==> config.mk <==
export PLATFORM = sky130hd
export DESIGN_NAME = f2p_queue
export DESIGN_NICKNAME = d
export VERILOG_FILES = /design/src/design/f2p_pkg.sv /design/src/design/f2p_queue.sv
export SDC_FILE = /design/constraint.sdc
export NUM_CORES = 1
export LEC_CHECK = 0
export BUFFER_PORTS_ARGS = -buffer_cell sky130_fd_sc_hd__clkbuf_2
export CORE_AREA = 2 2 92 94
export CTS_BUF_LIST = sky130_fd_sc_hd__clkbuf_4
export DETAILED_ROUTE_END_ITERATION = 6
export DIE_AREA = 0 0 94 96
export GPL_TIMING_DRIVEN = 0
export PLACE_DENSITY = 0.59
export SLEW_MARGIN = 25
export SYNTH_ARGS = -nofsm -noshare
export SYNTH_HDL_FRONTEND = slang
export SYNTH_SLANG_ARGS = --single-unit
==> constraint.sdc <==
create_clock -name i_clk -period 1.99 [get_ports i_clk]
set_input_delay 0.398 -clock i_clk [delete_from_list [all_inputs] [get_ports i_clk]]
set_output_delay 0.398 -clock i_clk [all_outputs]
set_load 0.02 [all_outputs]
==> src/design/f2p_pkg.sv <==
// Shared types and constants for the float to PCM24 capture block
`default_nettype none
package f2p_pkg;
    localparam int CFG_IDX_BITS = 2;
    localparam logic [CFG_IDX_BITS-1:0] REG_NUM_CHANNELS     = 2'd0;
    localparam logic [CFG_IDX_BITS-1:0] REG_ALL_CHANNELS     = 2'd1;
    localparam logic [CFG_IDX_BITS-1:0] REG_SELECTED_CHANNEL = 2'd2;
    localparam logic [CFG_IDX_BITS-1:0] REG_TARGET_FRAMES    = 2'd3;

    typedef struct packed {
        logic [31:0] bits;
        logic [5:0]  chan;
        logic        last;
        logic        done;
    } t_item;
endpackage
`default_nettype wire

==> src/design/f2p_queue.sv <==
// Two-entry queue between front and back ends
`default_nettype none
module f2p_queue (
    input  wire  logic           i_clk,
    input  wire  logic           i_rst_n,
    input  wire  logic           i_push,
    input  wire  f2p_pkg::t_item i_item,
    output       logic           o_full,
    output       logic           o_valid,
    output       f2p_pkg::t_item o_item,
    input  wire  logic           i_pop
);
    f2p_pkg::t_item r_mem [2];
    logic           r_wp, r_rp, n_wp, n_rp;
    logic [1:0]     r_cnt, n_cnt;

    always_comb begin
        n_wp = r_wp ^ i_push;
        n_rp = r_rp ^ i_pop;
        n_cnt = r_cnt + 2'(i_push) - 2'(i_pop);
    end

    always_ff @(posedge i_clk) begin
        if (!i_rst_n) begin
            r_wp <= 1'b0;
            r_rp <= 1'b0;
            r_cnt <= '0;
        end else begin
            r_wp <= n_wp;
            r_rp <= n_rp;
            r_cnt <= n_cnt;
        end
        if (i_push) r_mem[r_wp] <= i_item;
    end

    assign o_full  = r_cnt[1];
    assign o_valid = r_cnt != 2'd0;
    assign o_item  = r_mem[r_rp];
endmodule
`default_nettype wire

# After elaboration in Yosys (flattened, before gate mapping)
# Memories as Yosys holds them, arrays and structs flattened. A register that Yosys moved wholly into a read port is not among the register bits.
# Index checks and enable logic that the tools add are counted.
dict set report classes {
  mul 0
  n_mux 3
  n_bitwise 2
  n_eq_ne 0
  div 0
  magnitude_cmp 0
  n_addsub 2
  n_reduce_logical 1
  n_shift 0
}
# op count
set ops {}
lappend ops {{$mux 1} 3}
lappend ops {{$add 2x1->2} 1}
lappend ops {{$reduce_bool 2->1} 1}
lappend ops {{$sub 2x1->2} 1}
lappend ops {{$xor 1x1->1} 2}
dict set report word_totals {
  reg_bits 4
  n_memories 1
  latchBits 0
  rom_bits 0
  in_bits 44
  mem_bits_rw 80
  word_cells 12
}
# memory depth width rd rd_ports_with_merged_regs write_ports line_no
set mem_list {}
lappend mem_list {r_mem 2 40 1 1 1 f2p_queue.sv:13} ;# f2p_pkg::t_item r_mem [2];

# Depth between registers and ports, before layout
dict set report logic_depth {
  word_depth 2
  depth_mapped 6
}

# Worst setup path after synthesis
# OpenSTA, ideal clock, no wires.
dict set report synth_path {
  kind {input to register}
  start {input port i_push}
  end {memory r_mem[0][0] in the netlist's numbering, enable pin}
  arrival_time_ps 1409
  slack_ps 180
  path_buffers 0
  t_required_ps 1589
  cell_stages 1
  setup_time_ps 401
  cell_sequence {ha_1}
}
dict set report synth_between {
  elab_chain_len 2
}
# element line_no
set synth_rtl {}
lappend synth_rtl {{start: declaration} f2p_queue.sv:6} ;# input wire logic i_push,
lappend synth_rtl {{$mux 1} f2p_queue.sv:33} ;# if (i_push) r_mem[r_wp] <= i_item;
lappend synth_rtl {{$mux 1 (implied by the code)} f2p_queue.sv:33}
lappend synth_rtl {{end: declaration} f2p_queue.sv:13}
# Every way passes these cells.

==> key figures <==
Outcome
  • Run status: finished clean

Routing
  • Per-cell routed wire length: 14.43 µm
  • DRC: 0
  • Initial drt markers: 37
  • Vias per cell: 4.554
  • Via Count: 1603
  • DRT Pass-1 Iters: 4
  • ANT nets after route: 0
  • Routed WL: 5080 µm

Pwr
  • Leak pwr: 1.462 nW
  • Clock Power Share: 23.9%
  • Comb power frac: 15.9%
  • Overall Power: 3.508 mW
  • P_int: 2.586 mW
  • Sw frac: 26.30%
  • Switching pwr: 0.9225 mW
  • Power Density: 911.2 nW/µm²
  • Peak VDD IR: 0.4107 mV
  • Sequential share of power: 60.2%

Placed design
  • I/O Buffers: 85
  • Post-DP HPWL: 3512 µm
  • Final Wtd Congestion: 0.6459
  • Pre-CTS worst setup slack: 335.8 ps

CTS
  • TritonCTS clock tree: built
  • CTS clk-pin slew, worst paths: 130 ps
  • Num CTS Buffers: 9
  • Clk sinks: 85
  • Hold buffers post-CTS: 0
  • H-tree levels: 3
  • Insertion delay to the later sink of the worst-skew pair: 410 ps
  • Root buffer cell: clkbuf_4
  • CTS Buffer Depth: 2

Synth
  • Netlist cell types: 11
  • Post-Syn Instances: 144
  • Mapped Avg Cell Area: 21.72 µm²
  • Nets in the synthesized netlist: 192
  • Register area share after synthesis: 80.00%
  • Synth warnings: 0
  • Synth Register Bits: 85
  • Post-Syn Area: 3128 µm²

Critical path
  • CP endpoint kind: output pin
  • CP startpoint kind: register
  • R2r endpoint: r_mem[0][25]
  • Reg2reg path depth: 3
  • Max incr delay on CP: 410 ps
  • Slowest CP cell: dfxtp_2
  • Register-to-register setup slack: 560 ps
  • Worst setup path end: o_item[8]
  • RR Startpoint: r_wp
  • CP arrival: 1510 ps
  • Crit path cell chain: buf_6, mux2_2, clkbuf_2
  • CP Max Fanout: 10
  • Crit path kind: reg2out
  • Data required, critical path: 1590 ps

Timing
  • Setup violators final: 0
  • RSZ-0062 raised after global routing: false
  • Final WS setup: 86.43 ps
  • FMAX: 525.3 MHz
  • Final Hold Violating Endpoints: 0
  • Slew HR: 65.41%
  • Worst Tran Pin Value: 518.9 ps
  • Fin Clk Skew: 9.823 ps
  • Crit path time final: 1904 ps
  • Count of pins over their slew limit: 0
  • Tcrit/Tclk final: 95.66%

Floorplan
  • Starting density of the core: 38.85%
  • I/O pins: 86
  • Chip height: 96 µm
  • Die W: 94 µm
  • Die ar.: 9024 µm²
  • Core box area: 8051 µm²
  • Rows: 33

Layout
  • Most frequent cells in the layout: 85 x clkbuf_2, 80 x edfxtp_1, 40 x mux2_2
  • Util after Layout: 47.82%
  • Share of cells above drive strength 1: 60.73%
  • P&R area growth vs syn: 23.08%
  • Commonest non-fill, non-tap cell in the layout: clkbuf_2
  • Antenna Cells: 0
  • Final #Nets: 290

Global routing
  • Largest net degree at the start of global routing: 24
  • Initial antenna violation count: 0
  • Gr usage total: 11.76%
  • First-pass GRT wire length: 7665 µm
  • Number of global-route vias before repair: 1679
  • Gr ovfl total: 0

Hold path
  • Tightest Hold Check Type: in2reg

Job
  • Max Cap Viol: 0
==> power groups by stage <==
| stage | Clock (mW) | Sequential, mW | Combinational, mW |
|---|---|---|---|
| floorplan | 0 | 2.16 | 0.355 |
| global placement | 0 | 2.16 | 0.548 |
| detailed placement | 0 | 2.15 | 0.571 |
| CTS | 0.888 | 2.11 | 0.573 |
| global route | 0.945 | 2.13 | 0.608 |
| finish | 0.838 | 2.11 | 0.559 |
==> cell usage after synthesis <==
cell type / n / area, µm²
and2_1: 3 / 18.77
dfxtp_1: 5 / 100.1
nor2b_1: 2 / 12.51
xor2_1: 1 / 8.760
inv_1: 3 / 11.26
buf_6: 4 / 45.04
ha_1: 4 / 50.05
or2_2: 1 / 6.260
mux2_2: 40 / 450.4
xnor3_1: 1 / 22.52
edfxtp_1: 80 / 2402
==> routing by layer <==
metal	routed length, µm	GRT usage, %	vias up
met5	0	0	-
li1	-	-	761
met3	427	4.620	12
met2	2513	19.88	61
met4	112	6.522	0
met1	2026	12.67	769
==> registers in the layout, summed over array words and instances, names as in the netlist, named ones only <==
register and flops:
r_mem 80, r_cnt 2, r_rp 1, r_wp 1
==> metrics by stage <==
stage,cells,hold slack (ps),TNS [ps],instance area [µm²]
2_1_floorplan,144,496.9,0,3128
3_3_place_gp,334,531.3,-43300,3685
3_5_place_dp,336,561.2,0,3730
4_1_cts,352,128.2,0,3850
5_1_grt,352,120.0,0,3850
6_report,352,167.3,0,3850
==> timing repair <==
action                     CTS  global route
hold endpoints to repair     0             0
gates resized for setup      1             0
setup endpoints to repair   40             0
buffers inserted             0             0
==> cell families after synthesis <==
kind of cell	share of synthesized area (%)
buf+inv	1.800
xor+xnor	1.000
mux	14.40
flops	80.00
fa+ha+maj	1.600
simple gates	1.200
==> cell type report <==
| cell class | instances | area [µm²] |
|---|---|---|
| fill | 734 | 4202 |
| sequential | 85 | 2504 |
| multi-input combinational | 52 | 574.3 |
| timing repair buffer | 87 | 465.4 |
| tap | 105 | 131.4 |
| clock buffer | 9 | 67.56 |
| clock inverter | 7 | 51.30 |
| buffer | 4 | 45.04 |
| inverter | 3 | 11.26 |
==> worst min path at each step <==
stage,slack [ps],depth (start not counted),from,endpoint
after floorplan,500,0,i_item[0],r_mem[0][0]
after global placement,530,3,r_wp,r_wp
after detailed placement,560,3,r_wp,r_wp
after CTS,130,1,i_item[9],r_mem[0][9]
after global routing,120,1,i_item[34],r_mem[1][34]
final,170,1,i_item[1],r_mem[1][1]
==> worst max-delay path: cells and delay by family (launching register included) <==
| kind | cells | cell delay [ps] |
|---|---|---|
| multiplexers | 1 | 350 |
| flip-flops | 1 | 410 |
| buffers and inverters | 2 | 330 |
Power figures use the tool's default switching activity.
