[src/design/f2p_pkg.sv]
// Shared types and constants for the float to PCM24 capture block
`default_nettype none
package f2p_pkg;
    localparam int CFG_IDX_BITS = 2;
    localparam logic [CFG_IDX_BITS-1:0] REG_NUM_CHANNELS     = 2'd0;
    localparam logic [CFG_IDX_BITS-1:0] REG_ALL_CHANNELS     = 2'd1;
    localparam logic [CFG_IDX_BITS-1:0] REG_SELECTED_CHANNEL = 2'd2;
    localparam logic [CFG_IDX_BITS-1:0] REG_TARGET_FRAMES    = 2'd3;

    typedef struct packed {
        logic [31:0] bits;
        logic [5:0]  chan;
        logic        last;
        logic        done;
    } t_item;
endpackage
`default_nettype wire

[src/design/f2p_front.sv]
// Front end: channel tracking, selection, frame counting and drop decision
`default_nettype none
module f2p_front #(
    parameter int MAX_CHANNELS     = 64,
    parameter int FRAME_COUNT_BITS = 40
) (
    input  wire  logic                        i_clk,
    input  wire  logic                        i_rst_n,
    input  wire  logic                        i_valid,
    input  wire  logic [31:0]                 i_bits,
    input  wire  logic [6:0]                  i_num_channels,
    input  wire  logic                        i_all_channels,
    input  wire  logic [5:0]                  i_selected_channel,
    input  wire  logic [FRAME_COUNT_BITS-1:0] i_target_frames,
    input  wire  logic                        i_take,
    output       logic                        o_emit,
    output       f2p_pkg::t_item              o_item
);
    localparam int PW = (MAX_CHANNELS > 1) ? $clog2(MAX_CHANNELS) : 1;
    localparam int NW = PW + 2;

    logic [PW-1:0]               r_pos, n_pos;
    logic [FRAME_COUNT_BITS-1:0] r_frames, n_frames;
    logic                        r_done, n_done;
    logic [NW-1:0]               nch, nch_raw, pos_x, sel_x;
    logic                        stop, last, emit;

    always_comb begin
        nch_raw = NW'(i_num_channels);
        nch = nch_raw;
        if (nch_raw == '0) nch = NW'(1);
        if (nch_raw > NW'(MAX_CHANNELS)) nch = NW'(MAX_CHANNELS);
        pos_x = NW'(r_pos);
        sel_x = NW'(i_selected_channel);
        stop = r_done || (r_frames >= i_target_frames);
        last = pos_x >= (nch - NW'(1));
        emit = !stop && (i_all_channels || ((sel_x < nch) && (pos_x == sel_x)));
        n_pos = r_pos;
        n_frames = r_frames;
        n_done = r_done;
        if (i_take) begin
            if (stop) begin
                n_done = 1'b1;
            end else if (last) begin
                n_pos = '0;
                n_frames = r_frames + FRAME_COUNT_BITS'(1);
                if (n_frames >= i_target_frames) n_done = 1'b1;
            end else begin
                n_pos = r_pos + PW'(1);
            end
        end
        o_emit = emit;
        o_item.bits = i_bits;
        o_item.chan = 6'(r_pos);
        o_item.last = i_all_channels ? last : 1'b1;
        o_item.done = n_done;
    end

    always_ff @(posedge i_clk) begin
        if (!i_rst_n) begin
            r_pos <= '0;
            r_frames <= '0;
            r_done <= 1'b0;
        end else begin
            r_pos <= n_pos;
            r_frames <= n_frames;
            r_done <= n_done;
        end
    end

    logic unused;
    assign unused = i_valid;
endmodule
`default_nettype wire

[config.mk]
export PLATFORM = sky130hd
export DESIGN_NAME = f2p_front
export DESIGN_NICKNAME = d
export VERILOG_FILES = /design/src/design/f2p_pkg.sv /design/src/design/f2p_front.sv
export SDC_FILE = /design/constraint.sdc
export NUM_CORES = 1
export LEC_CHECK = 0
export BUFFER_PORTS_ARGS = -buffer_cell sky130_fd_sc_hd__buf_2
export CAP_MARGIN = 10
export CORE_ASPECT_RATIO = 2
export CORE_MARGIN = 5
export CORE_UTILIZATION = 45
export CTS_CLUSTER_DIAMETER = 40
export CTS_CLUSTER_SIZE = 30
export DETAILED_ROUTE_END_ITERATION = 8
export GPL_TIMING_DRIVEN = 0
export PLACE_DENSITY = 0.7
export SKIP_LAST_GASP = 1
export SLEW_MARGIN = 20
export SYNTH_ARGS = -nofsm -noshare
export SYNTH_HDL_FRONTEND = slang
export SYNTH_SLANG_ARGS = --single-unit
export TNS_END_PERCENT = 30
[constraint.sdc]
create_clock -name i_clk -period 4.3 [get_ports i_clk]
set_clock_uncertainty 0.1 [all_clocks]
set_input_delay 0 -clock i_clk [delete_from_list [all_inputs] [get_ports i_clk]]
set_output_delay 0 -clock i_clk [all_outputs]
set_load 0.01 [all_outputs]
# Word level (Yosys, flattened, before mapping)
# Index checks and enable logic that the tools add are counted.
dict set report totals {
  ff_bits 47
  inputBits 90
  wordCells 29
}
dict set report classes {
  add_sub_neg 3
  order_cmp 5
  n_eq_ne 1
  n_mux 8
  n_bitwise 1
  reduce_logical 8
}
# op count
set ops {}
lappend ops {{40-bit >= comparator} 2}
lappend ops {{40-bit by 1-bit adder with 40-bit output, second input constant} 1}
lappend ops {{6-bit by 8-bit >= comparator with 1-bit output} 1}
lappend ops {{6-bit by 8-bit less-than comparator with 1-bit output} 1}
lappend ops {{8-bit two-way mux} 1}
lappend ops {{8-bit by 1-bit subtractor with 8-bit output, second input constant} 1}
lappend ops {{7-bit greater-than comparator, second input constant} 1}
lappend ops {{7-bit zero test} 1}
lappend ops {{7-bit two-way mux} 1}
lappend ops {{6-bit by 1-bit adder with 6-bit output, second input constant} 1}
lappend ops {{6-bit equality test} 1}
lappend ops {{6-bit two-way mux} 1}
lappend ops {{1-bit two-way mux} 5}
lappend ops {{3-bit AND reduction} 1}
lappend ops {{1-bit logical AND} 2}
lappend ops {{1-bit logical OR} 2}
lappend ops {{2-bit AND reduction} 1}
lappend ops {{1-bit zero test} 1}
lappend ops {{1-bit inverter} 1}

# Logic depth before layout (Yosys ltp)
# Gate-level depths: netlist (run 1).
dict set report logic_depth {
  depth_word 8
  ltp_mapped 17
}

# Worst setup path before layout (run 1)
# No wires, ideal clock.
dict set report synth_timing {
  kind {register -> register}
  from {reg r_frames[10]}
  to {reg r_done}
  arrival_time_ns 3.259
  t_required_ns 4.068
  path_slack_ns 0.809
  stages_incl_launch_ff 17
  path_buffers 1
  path_cell_list {dfxtp_1 -> nand3_2 -> or4_4 -> nor2_8 -> nand4_4 -> or4_4 -> buf_6 -> nor2_1 -> xor2_1 -> ha_1 -> o21a_1 -> o21ai_0 -> a21oi_1 -> o21ai_0 -> nand2_1 -> a22oi_1 -> a21oi_1}
}
dict set report synth_between {
  elab_chain_cells 6
  word_cells_on_any_way 8
  cone_classes {1 x add/sub; 2 x order compare; 4 x mux; 1 x reduce/logical}
}
# element line_no
set synth_rtl {}
lappend synth_rtl {{start: declaration} f2p_front.sv:23} ;# logic [FRAME_COUNT_BITS-1:0] r_frames, n_frames;
lappend synth_rtl {{start signal: assignment} f2p_front.sv:66} ;# r_frames <= n_frames;
lappend synth_rtl {{40-bit by 1-bit adder with 40-bit output} f2p_front.sv:46} ;# n_frames = r_frames + FRAME_COUNT_BITS'(1);
lappend synth_rtl {{40-bit >= comparator} f2p_front.sv:47} ;# if (n_frames >= i_target_frames) n_done = 1'b1;
lappend synth_rtl {{1-bit two-way mux} f2p_front.sv:47}
lappend synth_rtl {{1-bit two-way mux} f2p_front.sv:44} ;# end else if (last) begin
lappend synth_rtl {{1-bit two-way mux (*)} f2p_front.sv:42} ;# if (stop) begin
lappend synth_rtl {{1-bit two-way mux (*)} f2p_front.sv:41} ;# if (i_take) begin
lappend synth_rtl {{end signal: assignment} f2p_front.sv:67} ;# r_done <= n_done;
lappend synth_rtl {{end: declaration} f2p_front.sv:24} ;# logic r_done, n_done;
# Mark *: on every way between the ends. The rest lies on a longest branch, timed or not.
# A chain may end at the register's enable or synchronous reset.

# Worst setup path after layout (run 1)
dict set report layout_timing {
  from {reg r_frames[11]}
  to {out o_item[0] in the netlist's numbering}
}
dict set report layout_between {
  elab_chain_cells 6
  word_cells_on_any_way 8
  cone_classes {1 x add/sub; 2 x order compare; 4 x mux; 1 x reduce/logical}
}
# element line_no
set layout_rtl {}
lappend layout_rtl {{40-bit by 1-bit adder with 40-bit output} f2p_front.sv:46}
lappend layout_rtl {{40-bit >= comparator} f2p_front.sv:47}
lappend layout_rtl {{1-bit two-way mux} f2p_front.sv:47}
lappend layout_rtl {{1-bit two-way mux} f2p_front.sv:44}
lappend layout_rtl {{1-bit two-way mux (*)} f2p_front.sv:42}
lappend layout_rtl {{1-bit two-way mux (*)} f2p_front.sv:41}
lappend layout_rtl {{end: declaration} f2p_front.sv:17} ;# output f2p_pkg::t_item o_item
# Marks and branches as above.

==> results of run 1 <==
[per-layer routing]
layer,up-vias,track usage
met3,52,0.0353
met4,0,0.130
li1,2621,-
met2,199,0.430
met1,2470,0.184
met5,-,0
[sequential cells by signal, indices dropped and copies added (netlist names)]
signal    cells
r_pos         6
r_frames     40
r_done        1
[per-stage QoR]
stage	power (W)	worst slack [ps]	setup TNS (ps)
global placement	0.000645	62.4	0
global route	0.00107	-131	-209
floorplan	0.000574	809	0
finish	0.00103	20.3	0
CTS	0.00103	16.1	0
detailed placement	0.000654	49.3	0
[timing repair]
item / CTS / global route
endpoints found under the hold margin: 2 / 0
gates resized for setup: 7 / 12
setup endpoints to repair: 1 / 30
setup buffers: 0 / 1
hold buffers: 1 / 0
pin swaps: 0 / 1
[power breakdown]
part | leakage, nW | switching, W | total, W | internal [W]
registers | 0.384 | 0.00000484 | 0.000442 | 0.000437
logic | 2.63 | 0.000109 | 0.000204 | 0.0000950
clock network | 0.0679 | 0.000174 | 0.000389 | 0.000216
total | 3.08 | 0.000287 | 0.00103 | 0.000747
[layout by cell type, fill, tap and decap left out, types with 21 or more instances in the layout]
cell type / count
sky130_fd_sc_hd__inv_1: 50
sky130_fd_sc_hd__nand3_1: 26
sky130_fd_sc_hd__xnor2_1: 32
sky130_fd_sc_hd__buf_2: 99
sky130_fd_sc_hd__a21oi_1: 57
sky130_fd_sc_hd__buf_4: 34
sky130_fd_sc_hd__ha_1: 94
sky130_fd_sc_hd__xor2_1: 21
sky130_fd_sc_hd__nor2_1: 33
sky130_fd_sc_hd__dfxtp_1: 38
sky130_fd_sc_hd__nand2_1: 64
[worst max-delay path: cells and delay by family (launching register included)]
kind	cells	cell delay, ps
buffers and inverters	3	420
xor gates and xnor gates	1	170
AOI/OAI and AO/OA	5	780
adders and majority gates	1	270
DFF	1	400
and+or+nand+nor	8	1840
[kinds of logic after synthesis]
family,after synthesis,synth area share
adders and majority gates,94,0.222
DFF,47,0.178
muxes,5,0.00946
xor gates and xnor gates,53,0.0877
buffers and inverters,100,0.0962
AOI/OAI and AO/OA,144,0.164
and+or+nand+nor,231,0.242
[worst paths after layout]
kind	endpoint	cells after the start	slack (ps)	from
max	o_item[0]	18	20	r_frames[11]
min	o_item[28]	2	80	i_bits[20]
max reg2reg	r_frames[27]	9	360	r_frames[6]
min reg2reg	r_frames[1]	2	410	r_frames[1]
[area by class of cell]
class / count / area share
inverters: 52 / 0.0316
repair buffers: 99 / 0.0815
flip-flops and latches: 47 / 0.155
clock inverters: 1 / 0.000811
multi-input cells: 527 / 0.630
well taps: 145 / 0.0294
clock buffers: 7 / 0.0215
plain buffers: 47 / 0.0503
==> results.json, run 1 <==
{
  "final_min_period_over_clock_period": 0.995,
  "die_height_um": 163,
  "port_buffers": 97,
  "seqCellArea_um2": 955,
  "nNetsFinal": 963,
  "power-per-cell-area_nw_per_um2": 168,
  "synth_area_per_cell_um2": 7.85,
  "antennaDiodeCount": 0,
  "clock_tree.buffer_depth": 2,
  "netlist_area_um2": 5290,
  "async_reset_ff_frac": 0,
  "cp_slowest_cell": "sky130_fd_sc_hd__or4_4",
  "core_area_um2": 11600,
  "critical_path.cell_chain": "nand3_2 -> or4_4 -> nor2_8 -> nand4_4 -> or4_4 -> buf_6 -> nor2_1 -> xor2_1 -> ha_1 -> o21a_1 -> o21ai_0 -> a21oi_1 -> o21ai_0 -> nand2_1 -> a22oi_2 -> nand2_1 -> buf_4 -> buf_2",
  "worstSetupStartpointType": "register",
  "clock_sinks": 47,
  "netlist_top_cells_count": "94 x sky130_fd_sc_hd__ha_1, 65 x sky130_fd_sc_hd__nand2_1, 57 x sky130_fd_sc_hd__a21oi_1",
  "final_design_area_no_fill_um2": 6170,
  "dp_cells": 916,
  "fraction_of_the_yosys_area_taken_by_sequential_cells": 0.178,
  "final_period_minus_worst_setup_slack_ps": 4280,
  "grt_pass1_wl_um": 24000,
  "critical-path-max-stage-delay_ps": 630,
  "finish.cell_count_without_fillers": 925,
  "drc": 0,
  "syn-num-nets": 858,
  "postSynthRegisterBits": 47,
  "max_freq_mhz": 234,
  "crit_path_end_kind": "primary output",
  "number_of_enable_flip_flop_cells_after_synthesis": 0,
  "route.met3.wl_um": 1020,
  "outcome": "finished clean",
  "multi_input_comb_area_um2": 3890,
  "rows": 56,
  "drt-initial-drc-count": 277,
  "drt_wl_total_um": 15700,
  "wl_met2_um": 8780,
  "clock-root-buffer": "sky130_fd_sc_hd__clkbuf_16",
  "setup_viol": 0,
  "post-route-util": 0.531,
  "grt_start_max_net_pins": 14,
  "dpl.hpwl_um": 12900,
  "gr-usage-all-layers": 0.213,
  "postPlaceCellArea_um2": 5960,
  "via_count_of_the_first_global_routing_pass": 5372,
  "total_leakage_power_nw": 3.08,
  "synth_area_leaders": "sky130_fd_sc_hd__ha_1 22%, sky130_fd_sc_hd__dfxtp_1 18%, sky130_fd_sc_hd__a21oi_1 5.4%, sky130_fd_sc_hd__xnor2_1 5.3%, sky130_fd_sc_hd__buf_4 4.7%",
  "min-delay-path-class": "in2out",
  "drt-met1-wl_um": 5130,
  "grt_overflow_total": 0,
  "whs_ps": 84.4,
  "areaGrowthSynthToFinish_pct": 16.6,
  "dr.pass1.iters": 5,
  "maxSlewViolCount": 0,
  "design.die.area_um2": 14200,
  "worst_setup_hold_path_clk_slew_ps": 60,
  "maxCapViolCount": 0,
  "detail_routed_net_length_per_standard_cell_um": 17.0,
  "synth_top_cell_area_share": 0.222,
  "relSlewSlack": 0.398,
  "criticalPathCategory": "reg2out",
  "hold_violations": 0,
  "cts_tree": "built",
  "timing.critical_path.fanout_max": 10,
  "worst-endpoint-required_ps": 4200,
  "antenna_violations_before_repair": 0,
  "cts.htree.levels": 2,
  "via_to_cell_ratio": 5.78,
  "maxUsedRoutingLayer": "met4",
  "cts_made_buffers": 5,
  "synthesis.instances": 674,
  "drive_above_1_share": 0.217,
  "worst_ir_drop_vdd_mv": 0.135,
  "die_w_um": 86.7,
  "detail-route-antenna-nets": 0,
  "clk_latency_ps": 300,
  "initial_utilization": 0.455,
  "place_congestion": 0.835,
  "yosys.cell_types.count": 61,
  "fillers": 1152,
  "vias": 5342,
  "arrival_ps": 4180,
  "most_used_flip_flop_cell_after_synthesis": "sky130_fd_sc_hd__dfxtp_1",
  "ys_warn_count": 0,
  "tightestPinTransition_ps": 896,
  "synthMostInstantiatedCell": "sky130_fd_sc_hd__ha_1",
  "synthDominantAreaCellType": "sky130_fd_sc_hd__ha_1",
  "unrepaired_setup_endpoints_after_global_routing": "yes",
  "floorplan.io_pins": 131
}
Power figures use the tool's default switching activity.
==> inputs of run 2 (changes only) <==
--- a/config.mk
+++ b/config.mk
@@ -14,6 +14,7 @@
 export CTS_CLUSTER_SIZE = 30
 export DETAILED_ROUTE_END_ITERATION = 8
 export GPL_TIMING_DRIVEN = 0
+export MAX_ROUTING_LAYER = met4
 export PLACE_DENSITY = 0.7
 export SKIP_LAST_GASP = 1
 export SLEW_MARGIN = 20
==> results.json, run 2 (synthesized netlist as in run 1, its figures left out) <==
{
  "outcome": "finished clean",
  "design.die.area_um2": 14200,
  "rr_endpoint": "r_frames[5]",
  "largest_register_ffs": 40,
  "r2r_slack_ps": 320,
  "tightestPinTransition_ps": 798,
  "final_period_minus_worst_setup_slack_ps": 4280,
  "hold_path_end": "o_item[28]",
  "setup_tns_ps": 0,
  "setup_viol": 0,
  "maxCapViolCount": 0,
  "hold_violations": 0,
  "clock_sinks": 47,
  "total_leakage_power_nw": 3.09,
  "largest_register": "r_frames",
  "criticalPathCategory": "reg2out",
  "dr.pass1.iters": 5,
  "cts_tree": "built",
  "port_buffers": 97,
  "areaGrowthSynthToFinish_pct": 16.7,
  "via_count_of_the_first_global_routing_pass": 5361,
  "postPlaceCellArea_um2": 5960,
  "p_sw_frac": 0.276,
  "final_min_period_over_clock_period": 0.996,
  "mostFrequentLayoutCell": "sky130_fd_sc_hd__buf_2",
  "nNetsFinal": 963,
  "drive_above_1_share": 0.218,
  "dpl.hpwl_um": 12900,
  "worst_setup_hold_path_clk_slew_ps": 60,
  "core_area_um2": 11600,
  "drt_wl_total_um": 15700,
  "hold_start": "i_bits[20]",
  "grt_pass1_wl_um": 23900,
  "power-per-cell-area_nw_per_um2": 167,
  "timing.critical_path.fanout_max": 10,
  "reg_top3": "r_frames (40), r_pos (6), r_done (1)",
  "cts_made_buffers": 5,
  "clk_latency_ps": 290,
  "cp_slowest_cell": "sky130_fd_sc_hd__or4_4",
  "cts.htree.levels": 2,
  "rows": 56,
  "drt-initial-drc-count": 290,
  "vias": 5370,
  "power_frac_comb": 0.197,
  "crit_path_end_kind": "primary output",
  "antenna_violations_before_repair": 0,
  "timing.rr.start": "r_frames[36]",
  "die_w_um": 86.7,
  "start_point_of_the_critical_path": "r_frames[11]",
  "seq_power_share": 0.428,
  "maxSlewViolCount": 0,
  "hold-path-cell-count": 2,
  "critical_path.cell_chain": "nand3_2 -> or4_4 -> nor2_8 -> nand4_4 -> or4_4 -> buf_6 -> nor2_1 -> xor2_1 -> ha_1 -> o21a_1 -> o21ai_0 -> a21oi_1 -> o21ai_0 -> nand2_1 -> a22oi_2 -> nand2_1 -> buf_4 -> buf_2",
  "clock_power_share": 0.375,
  "place_congestion": 0.848,
  "relSlewSlack": 0.467,
  "gr-usage-all-layers": 0.219,
  "unrepaired_setup_endpoints_after_global_routing": "yes",
  "final_cell_mix": "99 x sky130_fd_sc_hd__buf_2, 94 x sky130_fd_sc_hd__ha_1, 64 x sky130_fd_sc_hd__nand2_1",
  "detail-route-antenna-nets": 0,
  "detail_routed_net_length_per_standard_cell_um": 17.0,
  "max_freq_mhz": 234,
  "internal-power_w": 0.000747,
  "drc": 0,
  "critical-path-max-stage-delay_ps": 630,
  "fillers": 1152,
  "switching_power_w": 0.000285,
  "antennaDiodeCount": 0,
  "clock_tree.buffer_depth": 2,
  "worstSetupStartpointType": "register",
  "arrival_ps": 4180,
  "grt_start_max_net_pins": 14,
  "whs_ps": 84.4,
  "rr_worst_depth": 10,
  "worst-endpoint-required_ps": 4200,
  "clock-root-buffer": "sky130_fd_sc_hd__clkbuf_16",
  "floorplan.io_pins": 131,
  "grt_overflow_total": 0,
  "initial_utilization": 0.455,
  "via_to_cell_ratio": 5.81,
  "die_height_um": 163,
  "final_design_area_no_fill_um2": 6180,
  "min-delay-path-class": "in2out",
  "worst_ir_drop_vdd_mv": 0.132
}
==> run 2: through the flow <==
| step | setup slack (ps) | utilization | total power (W) | std cells |
|---|---|---|---|---|
| final | 17.8 | 0.531 | 0.00103 | 925 |
| after global routing | -131 | 0.531 | 0.00107 | 925 |
| after CTS | 16.1 | 0.528 | 0.00103 | 925 |
| after detailed placement | 49.3 | 0.512 | 0.000654 | 916 |
| after global placement | 62.4 | 0.512 | 0.000645 | 916 |
| after floorplan | 809 | - | 0.000574 | 674 |
==> run 2: worst max path at each step <==
stage | endpoint | slack [ps] | depth (start not counted)
after global placement | o_item[0] | 60 | 16
final | o_item[0] | 20 | 18
after global routing | o_item[0] | -130 | 15
after CTS | o_item[0] | 20 | 18
after detailed placement | o_item[0] | 50 | 16
after floorplan | r_done | 810 | 16
==> run 2: routing by layer <==
| metal | vias to the layer above | global-route usage | wire, µm |
|---|---|---|---|
| li1 | 2620 | - | - |
| met1 | 2478 | 0.188 | 5260 |
| met2 | 211 | 0.430 | 8680 |
| met3 | 61 | 0.0293 | 909 |
| met4 | 0 | 0.130 | 852 |
| met5 | - | - | 0 |
==> run 2: final cells by class <==
cell class,count,area (µm²),area share
Timing Repair Buffer,99,503,0.0814
Buffer,47,310,0.0502
Multi-Input combinational cell,527,3890,0.631
Sequential cell,47,955,0.155
Inverter,52,195,0.0316
Clock inverter,1,5.00,0.000810
Clock buffer,7,133,0.0215
Tap cell,145,181,0.0294
==> run 2: critical path, delay by kind of cell (launching register included) <==
| kind | cells | cell delay [ps] |
|---|---|---|
| buffers and inverters | 3 | 420 |
| adders and majority gates | 1 | 270 |
| AOI/OAI and AO/OA | 5 | 780 |
| xor gates and xnor gates | 1 | 170 |
| DFF | 1 | 400 |
| and+or+nand+nor | 8 | 1840 |
==> run 2: what timing repair did <==
item                                    in CTS  in global routing
hold buffers                                 1                  0
endpoints found under the setup margin       1                 34
pin swaps                                    0                  1
resized for setup                            7                 13
endpoints found under the hold margin        2                  0
setup buffers                                0                  1
==> run 2: power by group through the flow <==
stage / clock (W) / sequential, W / combinational (W)
2_1_floorplan: 0 / 0.000451 / 0.000123
3_5_place_dp: 0 / 0.000452 / 0.000202
4_1_cts: 0.000385 / 0.000442 / 0.000205
5_1_grt: 0.000398 / 0.000442 / 0.000227
3_3_place_gp: 0 / 0.000452 / 0.000192
6_report: 0.000387 / 0.000442 / 0.000204
